$ cat config.mk
export PLATFORM = sky130hd
export DESIGN_NAME = affine_span_texel_addresser
export DESIGN_NICKNAME = d
export VERILOG_FILES = /design/src/design/asta_pkg.sv /design/src/design/affine_span_texel_addresser.sv /design/src/design/asta_div.sv /design/src/design/asta_dp.sv /design/src/design/asta_ctrl.sv
export SDC_FILE = /design/constraint.sdc
export NUM_CORES = 2
export LEC_CHECK = 0
export ABC_AREA = 1
export BUFFER_PORTS_ARGS = -buffer_cell sky130_fd_sc_hd__buf_2
export CORE_MARGIN = 1.5
export CORE_UTILIZATION = 45
export CTS_CLUSTER_DIAMETER = 80
export DETAILED_ROUTE_END_ITERATION = 16
export PLACE_DENSITY = 0.65
export SLEW_MARGIN = 10
export SYNTH_ARGS = -nofsm -noshare
export SYNTH_HDL_FRONTEND = slang
export SYNTH_HIERARCHICAL = 1
export SYNTH_SLANG_ARGS = --single-unit
$ cat constraint.sdc
create_clock -name clock -period 12.7 [get_ports clock]
set_input_delay 1.905 -clock clock [delete_from_list [all_inputs] [get_ports clock]]
set_output_delay 1.905 -clock clock [all_outputs]
set_load 0.005 [all_outputs]
$ cat src/design/asta_pkg.sv
`default_nettype none

package asta_pkg;

   localparam int FractionBitsDefault = 16;

   localparam int CfgW    = 13;
   localparam int ColW    = 16;
   localparam int RowW    = 12;
   localparam int CoordW  = 32;
   localparam int IdxW    = 24;
   localparam int CsrIdxW = 2;

   // signed column math needs one bit more than a column
   localparam int ColExtW  = ColW + 1;
   // span width is 1 .. 2^ColW
   localparam int WidthW   = ColW + 1;
   // coordinate delta, one bit more than a coordinate
   localparam int DeltaW   = CoordW + 1;
   localparam int DivSteps = DeltaW;
   localparam int DivCntW  = $clog2(DivSteps);

   localparam logic [CsrIdxW-1:0] RegClipStart   = 2'd0;
   localparam logic [CsrIdxW-1:0] RegClipEnd     = 2'd1;
   localparam logic [CsrIdxW-1:0] RegScreenWidth = 2'd2;
   localparam logic [CsrIdxW-1:0] RegSpriteWidth = 2'd3;

   localparam logic [CfgW-1:0] ClipStartReset   = 13'd0;
   localparam logic [CfgW-1:0] ClipEndReset     = 13'd320;
   localparam logic [CfgW-1:0] ScreenWidthReset = 13'd320;
   localparam logic [CfgW-1:0] SpriteWidthReset = 13'd16;

   localparam logic CmdBegin = 1'b0;
   localparam logic CmdPixel = 1'b1;

   typedef struct packed {
      logic [CfgW-1:0] clip_start_col;
      logic [CfgW-1:0] clip_end_col;
      logic [CfgW-1:0] screen_width;
      logic [CfgW-1:0] sprite_width;
   } cfg_type;

   typedef struct packed {
      logic begin_load;
      logic pixel_take;
      logic div_start;
      logic step_load;
      logic mul_load;
      logic prestep_add;
   } dp_cmd_type;

   typedef struct packed {
      logic span_keep;
      logic div_done;
   } dp_status_type;

endpackage

`default_nettype wire

$ cat src/design/affine_span_texel_addresser.sv
`default_nettype none

// Channel   Direction  Handshake            Payload
// req_      in         req_valid/req_ready  cmd, row, left/right col, left/right u, v
// rsp_      out        rsp_valid/rsp_ready  pixel_valid, dest_index, texel_index, span_last
// csr_      in         csr_wen              csr_index, csr_wdata
//
// Pixel transactions stream one per cycle through a single output register
// unless a span is set up or rsp_ready stalls. A culled begin only loads the
// span; a live span runs the 33-step radix-2 step divider, pre-step mul, add.
// reset is synchronous; it clears the span and restores the register defaults.
// req_ready drops while a span is set up or while a result waits on rsp_ready.

module affine_span_texel_addresser
   import asta_pkg::*;
#(
   parameter int FRACTION_BITS = FractionBitsDefault
)
(
   input  wire logic                clock,
   input  wire logic                reset,

   input  wire logic                req_valid,
   output logic                     req_ready,
   input  wire logic                req_cmd,
   input  wire logic [RowW-1:0]     req_row,
   input  wire logic [ColW-1:0]     req_left_col,
   input  wire logic [ColW-1:0]     req_right_col,
   input  wire logic [CoordW-1:0]   req_left_u,
   input  wire logic [CoordW-1:0]   req_left_v,
   input  wire logic [CoordW-1:0]   req_right_u,
   input  wire logic [CoordW-1:0]   req_right_v,

   output logic                     rsp_valid,
   input  wire logic                rsp_ready,
   output logic                     rsp_pixel_valid,
   output logic [IdxW-1:0]          rsp_dest_index,
   output logic [IdxW-1:0]          rsp_texel_index,
   output logic                     rsp_span_last,

   input  wire logic                csr_wen,
   input  wire logic [CsrIdxW-1:0]  csr_index,
   input  wire logic [CfgW-1:0]     csr_wdata
);

   cfg_type       cfg_ff, cfg_in;
   dp_cmd_type    cmd;
   dp_status_type status;

   always_comb begin
      cfg_in = cfg_ff;
      if (csr_wen) begin
         unique case (csr_index)
            RegClipStart:   cfg_in.clip_start_col = csr_wdata;
            RegClipEnd:     cfg_in.clip_end_col   = csr_wdata;
            RegScreenWidth: cfg_in.screen_width   = csr_wdata;
            RegSpriteWidth: cfg_in.sprite_width   = csr_wdata;
            default: ;
         endcase
      end
   end

   always_ff @(posedge clock) begin
      if (reset) begin
         cfg_ff.clip_start_col <= ClipStartReset;
         cfg_ff.clip_end_col   <= ClipEndReset;
         cfg_ff.screen_width   <= ScreenWidthReset;
         cfg_ff.sprite_width   <= SpriteWidthReset;
      end else begin
         cfg_ff <= cfg_in;
      end
   end

   asta_ctrl u_ctrl (
      .clock     (clock),
      .reset     (reset),
      .req_valid (req_valid),
      .req_cmd   (req_cmd),
      .req_ready (req_ready),
      .rsp_valid (rsp_valid),
      .rsp_ready (rsp_ready),
      .status    (status),
      .cmd       (cmd)
   );

   asta_dp #(
      .FRACTION_BITS (FRACTION_BITS)
   ) u_dp (
      .clock           (clock),
      .reset           (reset),
      .cmd             (cmd),
      .status          (status),
      .cfg             (cfg_ff),
      .req_row         (req_row),
      .req_left_col    (req_left_col),
      .req_right_col   (req_right_col),
      .req_left_u      (req_left_u),
      .req_left_v      (req_left_v),
      .req_right_u     (req_right_u),
      .req_right_v     (req_right_v),
      .rsp_pixel_valid (rsp_pixel_valid),
      .rsp_dest_index  (rsp_dest_index),
      .rsp_texel_index (rsp_texel_index),
      .rsp_span_last   (rsp_span_last)
   );

endmodule

`default_nettype wire

$ cat src/design/asta_div.sv
`default_nettype none

// Radix-2 restoring divider: signed delta, nudged away from zero, over a
// positive divisor, truncating toward zero. One quotient bit per cycle.
module asta_div
   import asta_pkg::*;
(
   input  wire logic                     clock,
   input  wire logic                     reset,
   input  wire logic                     start,
   input  wire logic [DeltaW-1:0]        delta,
   input  wire logic [WidthW-1:0]        divisor,
   output logic                          done,
   output logic [CoordW-1:0]             quotient
);

   logic                busy_ff, busy_in;
   logic                done_ff, done_in;
   logic [DivCntW-1:0]  cnt_ff, cnt_in;
   logic [DeltaW-1:0]   mag_ff, mag_in;
   logic [WidthW-1:0]   rem_ff, rem_in;
   logic                neg_ff, neg_in;

   logic                delta_neg;
   logic [DeltaW-1:0]   opnd;
   logic [DeltaW-1:0]   inc;
   logic [DeltaW-1:0]   mag_load;
   logic [WidthW:0]     trial;
   logic [WidthW:0]     diff;
   logic                ge;

   // |d| + 1 for nonzero d; for negative d that is ~d + 2
   assign delta_neg = delta[DeltaW-1];
   assign opnd      = delta_neg ? ~delta : delta;
   assign inc       = delta_neg ? DeltaW'(2) : DeltaW'(|delta);
   assign mag_load  = opnd + inc;

   assign trial = {rem_ff, mag_ff[DeltaW-1]};
   assign diff  = trial - {1'b0, divisor};
   assign ge    = (trial >= {1'b0, divisor});

   always_comb begin
      busy_in = busy_ff;
      done_in = 1'b0;
      cnt_in  = cnt_ff;
      mag_in  = mag_ff;
      rem_in  = rem_ff;
      neg_in  = neg_ff;
      if (start) begin
         busy_in = 1'b1;
         cnt_in  = '0;
         mag_in  = mag_load;
         rem_in  = '0;
         neg_in  = delta_neg;
      end else if (busy_ff) begin
         rem_in = ge ? diff[WidthW-1:0] : trial[WidthW-1:0];
         mag_in = {mag_ff[DeltaW-2:0], ge};
         cnt_in = cnt_ff + DivCntW'(1);
         if (cnt_ff == DivCntW'(DivSteps - 1)) begin
            busy_in = 1'b0;
            done_in = 1'b1;
         end
      end
   end

   always_ff @(posedge clock) begin
      if (reset) begin
         busy_ff <= 1'b0;
         done_ff <= 1'b0;
         cnt_ff  <= '0;
      end else begin
         busy_ff <= busy_in;
         done_ff <= done_in;
         cnt_ff  <= cnt_in;
      end
   end

   always_ff @(posedge clock) begin
      mag_ff <= mag_in;
      rem_ff <= rem_in;
      neg_ff <= neg_in;
   end

   assign done     = done_ff;
   assign quotient = neg_ff ? (~mag_ff[CoordW-1:0] + CoordW'(1)) : mag_ff[CoordW-1:0];

endmodule

`default_nettype wire

$ cat src/design/asta_dp.sv
`default_nettype none

module asta_dp
   import asta_pkg::*;
#(
   parameter int FRACTION_BITS = FractionBitsDefault
)
(
   input  wire logic                clock,
   input  wire logic                reset,
   input  wire dp_cmd_type          cmd,
   output dp_status_type            status,
   input  wire cfg_type             cfg,
   input  wire logic [RowW-1:0]     req_row,
   input  wire logic [ColW-1:0]     req_left_col,
   input  wire logic [ColW-1:0]     req_right_col,
   input  wire logic [CoordW-1:0]   req_left_u,
   input  wire logic [CoordW-1:0]   req_left_v,
   input  wire logic [CoordW-1:0]   req_right_u,
   input  wire logic [CoordW-1:0]   req_right_v,
   output logic                     rsp_pixel_valid,
   output logic [IdxW-1:0]          rsp_dest_index,
   output logic [IdxW-1:0]          rsp_texel_index,
   output logic                     rsp_span_last
);

   // span state
   logic                span_active_ff;
   logic [ColW-1:0]     cur_col_ff;
   logic [ColW-1:0]     end_col_ff;
   logic [IdxW-1:0]     row_base_ff;
   logic [CoordW-1:0]   cur_u_ff;
   logic [CoordW-1:0]   cur_v_ff;
   logic [CoordW-1:0]   step_u_ff;
   logic [CoordW-1:0]   step_v_ff;

   // setup scratch
   logic [WidthW-1:0]   width_ff;
   logic [ColW-1:0]     pre_n_ff;
   logic [DeltaW-1:0]   delta_u_ff;
   logic [DeltaW-1:0]   delta_v_ff;
   logic [CoordW-1:0]   prod_u_ff;
   logic [CoordW-1:0]   prod_v_ff;

   // result register
   logic                rsp_pixel_valid_ff;
   logic [IdxW-1:0]     rsp_dest_index_ff;
   logic [IdxW-1:0]     rsp_texel_index_ff;
   logic                rsp_span_last_ff;

   logic signed [ColExtW-1:0] x0, x1, cs, ce, ce_m1, x0c, x1c, pre_diff;
   logic                      culled;
   logic [WidthW-1:0]         span_w;
   logic [DeltaW-1:0]         delta_u, delta_v;
   logic [RowW+CfgW-1:0]      row_prod;
   logic [CoordW-1:0]         q_u, q_v;
   logic                      done_u, done_v;
   logic [CoordW+ColW-1:0]    mul_u, mul_v;

   logic signed [CoordW-1:0]  iu_full, iv_full;
   logic [IdxW+CfgW-1:0]      tex_prod;
   logic [IdxW-1:0]           tex_idx;
   logic [IdxW-1:0]           dest_idx;
   logic                      is_last;

   assign x0    = $signed({req_left_col[ColW-1], req_left_col});
   assign x1    = $signed({req_right_col[ColW-1], req_right_col});
   assign cs    = $signed(ColExtW'(cfg.clip_start_col));
   assign ce    = $signed(ColExtW'(cfg.clip_end_col));
   assign ce_m1 = ce - ColExtW'(1);

   assign culled   = (x1 < x0) || (x0 >= ce) || (x1 < cs);
   assign x0c      = (x0 < cs) ? cs : x0;
   assign x1c      = (x1 >= ce) ? ce_m1 : x1;
   assign pre_diff = cs - x0;
   assign span_w   = WidthW'(x1 - x0 + ColExtW'(1));

   assign status.span_keep = !culled && !(x0c > x1c);
   assign status.div_done  = done_u;

   assign delta_u  = {req_right_u[CoordW-1], req_right_u} - {req_left_u[CoordW-1], req_left_u};
   assign delta_v  = {req_right_v[CoordW-1], req_right_v} - {req_left_v[CoordW-1], req_left_v};
   assign row_prod = req_row * cfg.screen_width;

   asta_div u_div_u (
      .clock    (clock),
      .reset    (reset),
      .start    (cmd.div_start),
      .delta    (delta_u_ff),
      .divisor  (width_ff),
      .done     (done_u),
      .quotient (q_u)
   );

   asta_div u_div_v (
      .clock    (clock),
      .reset    (reset),
      .start    (cmd.div_start),
      .delta    (delta_v_ff),
      .divisor  (width_ff),
      .done     (done_v),
      .quotient (q_v)
   );

   assign mul_u = step_u_ff * pre_n_ff;
   assign mul_v = step_v_ff * pre_n_ff;

   // texel lookup: floor of the fixed-point coordinates, wrapped to index width
   assign iu_full  = $signed(cur_u_ff) >>> FRACTION_BITS;
   assign iv_full  = $signed(cur_v_ff) >>> FRACTION_BITS;
   assign tex_prod = iv_full[IdxW-1:0] * cfg.sprite_width;
   assign tex_idx  = tex_prod[IdxW-1:0] + iu_full[IdxW-1:0];
   assign dest_idx = row_base_ff + IdxW'(cur_col_ff);
   assign is_last  = (cur_col_ff == end_col_ff);

   always_ff @(posedge clock) begin
      if (reset) begin
         span_active_ff <= 1'b0;
      end else if (cmd.begin_load) begin
         span_active_ff <= 1'b0;
      end else if (cmd.prestep_add) begin
         span_active_ff <= 1'b1;
      end else if (cmd.pixel_take && span_active_ff && is_last) begin
         span_active_ff <= 1'b0;
      end
   end

   always_ff @(posedge clock) begin
      if (cmd.begin_load) begin
         cur_col_ff  <= x0c[ColW-1:0];
         end_col_ff  <= x1c[ColW-1:0];
         width_ff    <= span_w;
         pre_n_ff    <= (x0 < cs) ? pre_diff[ColW-1:0] : '0;
         delta_u_ff  <= delta_u;
         delta_v_ff  <= delta_v;
         cur_u_ff    <= req_left_u;
         cur_v_ff    <= req_left_v;
         row_base_ff <= row_prod[IdxW-1:0];
      end else if (cmd.prestep_add) begin
         cur_u_ff <= cur_u_ff + prod_u_ff;
         cur_v_ff <= cur_v_ff + prod_v_ff;
      end else if (cmd.pixel_take && span_active_ff && !is_last) begin
         cur_col_ff <= cur_col_ff + ColW'(1);
         cur_u_ff   <= cur_u_ff + step_u_ff;
         cur_v_ff   <= cur_v_ff + step_v_ff;
      end

      // both dividers run in lockstep
      if (cmd.step_load && done_v) begin
         step_u_ff <= q_u;
         step_v_ff <= q_v;
      end

      if (cmd.mul_load) begin
         prod_u_ff <= mul_u[CoordW-1:0];
         prod_v_ff <= mul_v[CoordW-1:0];
      end

      if (cmd.pixel_take) begin
         rsp_pixel_valid_ff <= span_active_ff;
         rsp_dest_index_ff  <= span_active_ff ? dest_idx : '0;
         rsp_texel_index_ff <= span_active_ff ? tex_idx : '0;
         rsp_span_last_ff   <= span_active_ff && is_last;
      end
   end

   assign rsp_pixel_valid = rsp_pixel_valid_ff;
   assign rsp_dest_index  = rsp_dest_index_ff;
   assign rsp_texel_index = rsp_texel_index_ff;
   assign rsp_span_last   = rsp_span_last_ff;

endmodule

`default_nettype wire

$ cat src/design/asta_ctrl.sv
`default_nettype none

module asta_ctrl
   import asta_pkg::*;
(
   input  wire logic           clock,
   input  wire logic           reset,
   input  wire logic           req_valid,
   input  wire logic           req_cmd,
   output logic                req_ready,
   output logic                rsp_valid,
   input  wire logic           rsp_ready,
   input  wire dp_status_type  status,
   output dp_cmd_type          cmd
);

   typedef enum logic [4:0] {
      StIdle     = 5'b00001,
      StDivStart = 5'b00010,
      StDiv      = 5'b00100,
      StMul      = 5'b01000,
      StAdd      = 5'b10000
   } state_type;

   state_type state_ff, state_in;
   logic      rsp_valid_ff, rsp_valid_in;
   logic      accept;
   logic      take_begin;
   logic      take_pixel;

   // output register must be free (or draining) before a new transaction
   assign req_ready  = (state_ff == StIdle) && (!rsp_valid_ff || rsp_ready);
   assign accept     = req_valid && req_ready;
   assign take_begin = accept && (req_cmd == CmdBegin);
   assign take_pixel = accept && (req_cmd == CmdPixel);

   always_comb begin
      state_in        = state_ff;
      cmd             = '0;
      cmd.begin_load  = take_begin;
      cmd.pixel_take  = take_pixel;
      unique case (state_ff)
         StIdle: begin
            if (take_begin && status.span_keep) begin
               state_in = StDivStart;
            end
         end
         StDivStart: begin
            cmd.div_start = 1'b1;
            state_in      = StDiv;
         end
         StDiv: begin
            if (status.div_done) begin
               cmd.step_load = 1'b1;
               state_in      = StMul;
            end
         end
         StMul: begin
            cmd.mul_load = 1'b1;
            state_in     = StAdd;
         end
         StAdd: begin
            cmd.prestep_add = 1'b1;
            state_in        = StIdle;
         end
         default: begin
            state_in = StIdle;
         end
      endcase
   end

   always_comb begin
      if (take_pixel) begin
         rsp_valid_in = 1'b1;
      end else if (rsp_ready) begin
         rsp_valid_in = 1'b0;
      end else begin
         rsp_valid_in = rsp_valid_ff;
      end
   end

   always_ff @(posedge clock) begin
      if (reset) begin
         state_ff     <= StIdle;
         rsp_valid_ff <= 1'b0;
      end else begin
         state_ff     <= state_in;
         rsp_valid_ff <= rsp_valid_in;
      end
   end

   assign rsp_valid = rsp_valid_ff;

endmodule

`default_nettype wire
==> reports/results.ini <==
[yosys]
synthFlopType=edfxtp_1
synthDistinctLibCells=60
synth_top_cells_by_area=fa_1, edfxtp_1, nand2_1
syn_area_per_cell_um2=7.40
synth_seq_cells=574
synthTopCellsByCount=nand2_1, inv_1, fa_1
netlist_area_um2=78500
yosysTopAreaCellShare_pct=23.3
synth_edf_count=465
syn-num-nets=12300
synth_area_leader_cell=fa_1
synth-async-reset-ratio_pct=0
yosysSeqAreaShare_pct=20.6
yosys_warnings=6
yosysMostFrequentCell=nand2_1
syn_inst=10600

[cts]
clk_path_buf_depth=3
clk_latency_ns=0.72
holdBufCountCts=0
cts-htree-levels=3
cts.clk_slew.worst_paths_ns=0.06
tritoncts=yes
cts_resized=0
post-cts-setup-buffers=0
cts_buffers=76
clock-sinks=574
clock-root-buffer=clkbuf_16

[timing]
finalCritPeriodShare_pct=50.4
hold_viol=0
setup_viol=0
worstMarginPinSlew_ns=1.22
period_needed_ns=6.41
max_freq_mhz=156
slew_headroom_pct=18.3
fin_tns_setup_ns=0
rsz0062_at_grt=false
final_max_slew_viol_count=0
fin_skew_ns=0.0482

[worst_setup_path]
crit_arrival_ns=6.88
crit_slowest_cell=buf_4
path_cells=buf_4 -> nand2_1 -> fa_1 -> fa_1 -> fa_1 -> inv_1 -> fa_1 -> fa_1 -> fa_1 -> ha_1 -> nand2_1 -> inv_1 -> nand3_1 -> nor3_1 -> nand4_1 -> nand3_1 -> xor2_1
worst-path-buf-inv=3
worstPathRequired_ns=13.17
timing.critical_path.to=u_dp/prod_u_ff[22]$_DFFE_PP_
startpoint_type=flop
setup.worst_path.class=flop to flop
r2r_cells=17
timing.rr.start=u_dp/pre_n_ff[1]$_SDFFCE_PN0P_
crit_fanout=63
r2r_slack_ns=6.29
crit_top_cell=fa_1
rr_endpoint=u_dp/prod_u_ff[22]$_DFFE_PP_
end_kind=flop
critPathMaxStageDelay_ns=0.68
critical_path.top_delay_family=adder cells
cp_num_cells=17
startpoint=u_dp/pre_n_ff[1]$_SDFFCE_PN0P_

[global_route]
antenna_found_initial=10
grt_max_degree=126
grt_pass1_vias=68700
grt_pass1_wl_um=383000
grt_busiest_layer=met2
grt-ovfl-total=0
grt_use_total_pct=27.8
met2_usage_pct=47.4
gr-usage-met1_pct=36.8
use_met3_pct=2.74

[power]
power_switching_share_pct=48.6
vdd_drop_max_v=0.000202
clockPowerShare_pct=18.0
power.density_nw_per_um2=152
internal_power_mw=6.60
power.switching_mw=6.23
power_frac_comb_pct=62.2
seq_power_share_pct=19.8
p_leak_nw=44.3

[route]
via_per_inst=5.25
dr.pass1.iters=6
wl_um=244000
wl_per_cell_um=18.7
drc=0
ant_nets=0
dr.first_iter.drc_count=5247
vias=68500

[place]
gp_congestion=0.964
place_hpwl_um=193000
dpl.cell_count=12900
port_buffers=244

[worst_hold_path]
hold_path_class=flop to flop

[floorplan]
die_area_um2=177000
pin_count=245
initial_utilization_pct=45.2
die_h_um=421
rows=153
die_x_um=421
core-area_um2=174000

[run]
cap_violations=0

[run_status]
status=finished clean

[final_layout]
final_cells=13000
syn_to_final_growth_pct=7.33
drive_gt1_share_pct=5.41
fin_nets=12300

==> per-stage QoR <==
step	setup slack, ns	utilization (%)	area (um2)	power [mW]	hold slack [ns]
3_5_place_dp	5.84	47.0	81600	10.4	0.458
3_3_place_gp	5.85	47.0	81600	10.4	0.455
6_report	6.29	48.6	84300	12.8	0.467
4_1_cts	6.29	48.5	84300	12.9	0.469
5_1_grt	6.00	48.6	84300	14.0	0.489
2_1_floorplan	6.28	-	78500	8.27	0.424
==> power by group through the flow <==
| stage | registers, mW | clock network, mW | logic [mW] |
|---|---|---|---|
| after floorplan | 2.50 | 0 | 5.77 |
| after global placement | 2.58 | 0 | 7.84 |
| after global routing | 2.55 | 2.43 | 9.07 |
| after detailed placement | 2.58 | 0 | 7.83 |
| final | 2.54 | 2.30 | 7.98 |
| after CTS | 2.54 | 2.36 | 7.96 |
==> sequential cells by signal, summed over array words and instances (netlist names), 33 cells and up <==
name and cells:
u_dp/delta_v_ff 33, u_dp/delta_u_ff 33, cfg_ff 52, u_dp/u_div_u/mag_ff 33, u_dp/u_div_v/mag_ff 33
==> per-layer routing <==
layer	up-vias	part of all wire, %
li1	32500	-
met1	33400	43
met2	2176	48
met3	411	5.6
met4	4	3.5
met5	-	0.011
==> worst reg2reg max path, delay by kind of cell, from the launching register on <==
kind,cells,cell delay (ns)
flip-flops,1,0.32
XOR/XNOR,1,0.38
AND/OR/NAND/NOR,6,1.15
adder cells (fa/ha/maj),7,3.48
buffers and inverters,3,0.83
==> layout make-up <==
class,instances,area [um2]
clock buffers,85,2000
repair buffers,297,1630
inverters,2292,8620
flip-flops and latches,574,16100
well taps,2325,2910
fillers,17300,89300
clock inverters,55,691
diodes,3,7.51
multi-input cells,7401,52300
==> cells by family after synthesis <==
family	Yosys count	synth area share, %
AOI/OAI and AO/OA	993	7.00
xor gates and xnor gates	289	3.24
adders and majority gates	1446	31.8
buffers and inverters	2644	12.9
DFF	574	20.6
other	1	0.00477
and+or+nand+nor	4672	24.6
==> worst min path at each step <==
stage                                         startpoint                                   end  cells past startpoint  slack, ns
floorplan                         cfg_ff[4]$_SDFFE_PP1P_                cfg_ff[4]$_SDFFE_PP1P_                      2       0.42
global placement    u_dp/u_div_v/rem_ff[10]$_SDFFE_PP0P_  u_dp/u_div_v/rem_ff[10]$_SDFFE_PP0P_                      2       0.45
detailed placement   u_dp/u_div_v/rem_ff[8]$_SDFFE_PP0P_   u_dp/u_div_v/rem_ff[8]$_SDFFE_PP0P_                      2       0.46
CTS                 u_dp/u_div_u/rem_ff[11]$_SDFFE_PP0P_  u_dp/u_div_u/rem_ff[11]$_SDFFE_PP0P_                      2       0.47
global route        u_dp/u_div_u/rem_ff[10]$_SDFFE_PP0P_  u_dp/u_div_u/rem_ff[10]$_SDFFE_PP0P_                      2       0.49
finish               u_dp/u_div_v/rem_ff[8]$_SDFFE_PP0P_   u_dp/u_div_v/rem_ff[8]$_SDFFE_PP0P_                      2       0.47
==> layout by cell type, fill, tap and decap left out, types with 20 or more instances in the layout <==
cell	netlist	layout
nand2_1	3171	3170
inv_1	2279	2273
fa_1	913	913
nor2_1	635	632
ha_1	533	533
edfxtp_1	465	465
a21oi_1	436	436
nand3_1	429	429
o21ai_0	328	328
buf_2	23	244
xor2_1	198	198
dfxtp_1	109	108
nand4_1	106	106
xnor2_1	89	89
nand3b_1	86	86
clkbuf_16	0	78
nor3_1	72	72
buf_4	13	52
nand2_2	43	43
a31oi_1	38	38
o21bai_1	35	35
a21o_1	34	34
o21a_1	34	34
nor2_2	29	30
or2_2	30	30
nor4_1	21	21
o211ai_1	20	20
No activity file was read; power rests on OpenSTA's default activity.
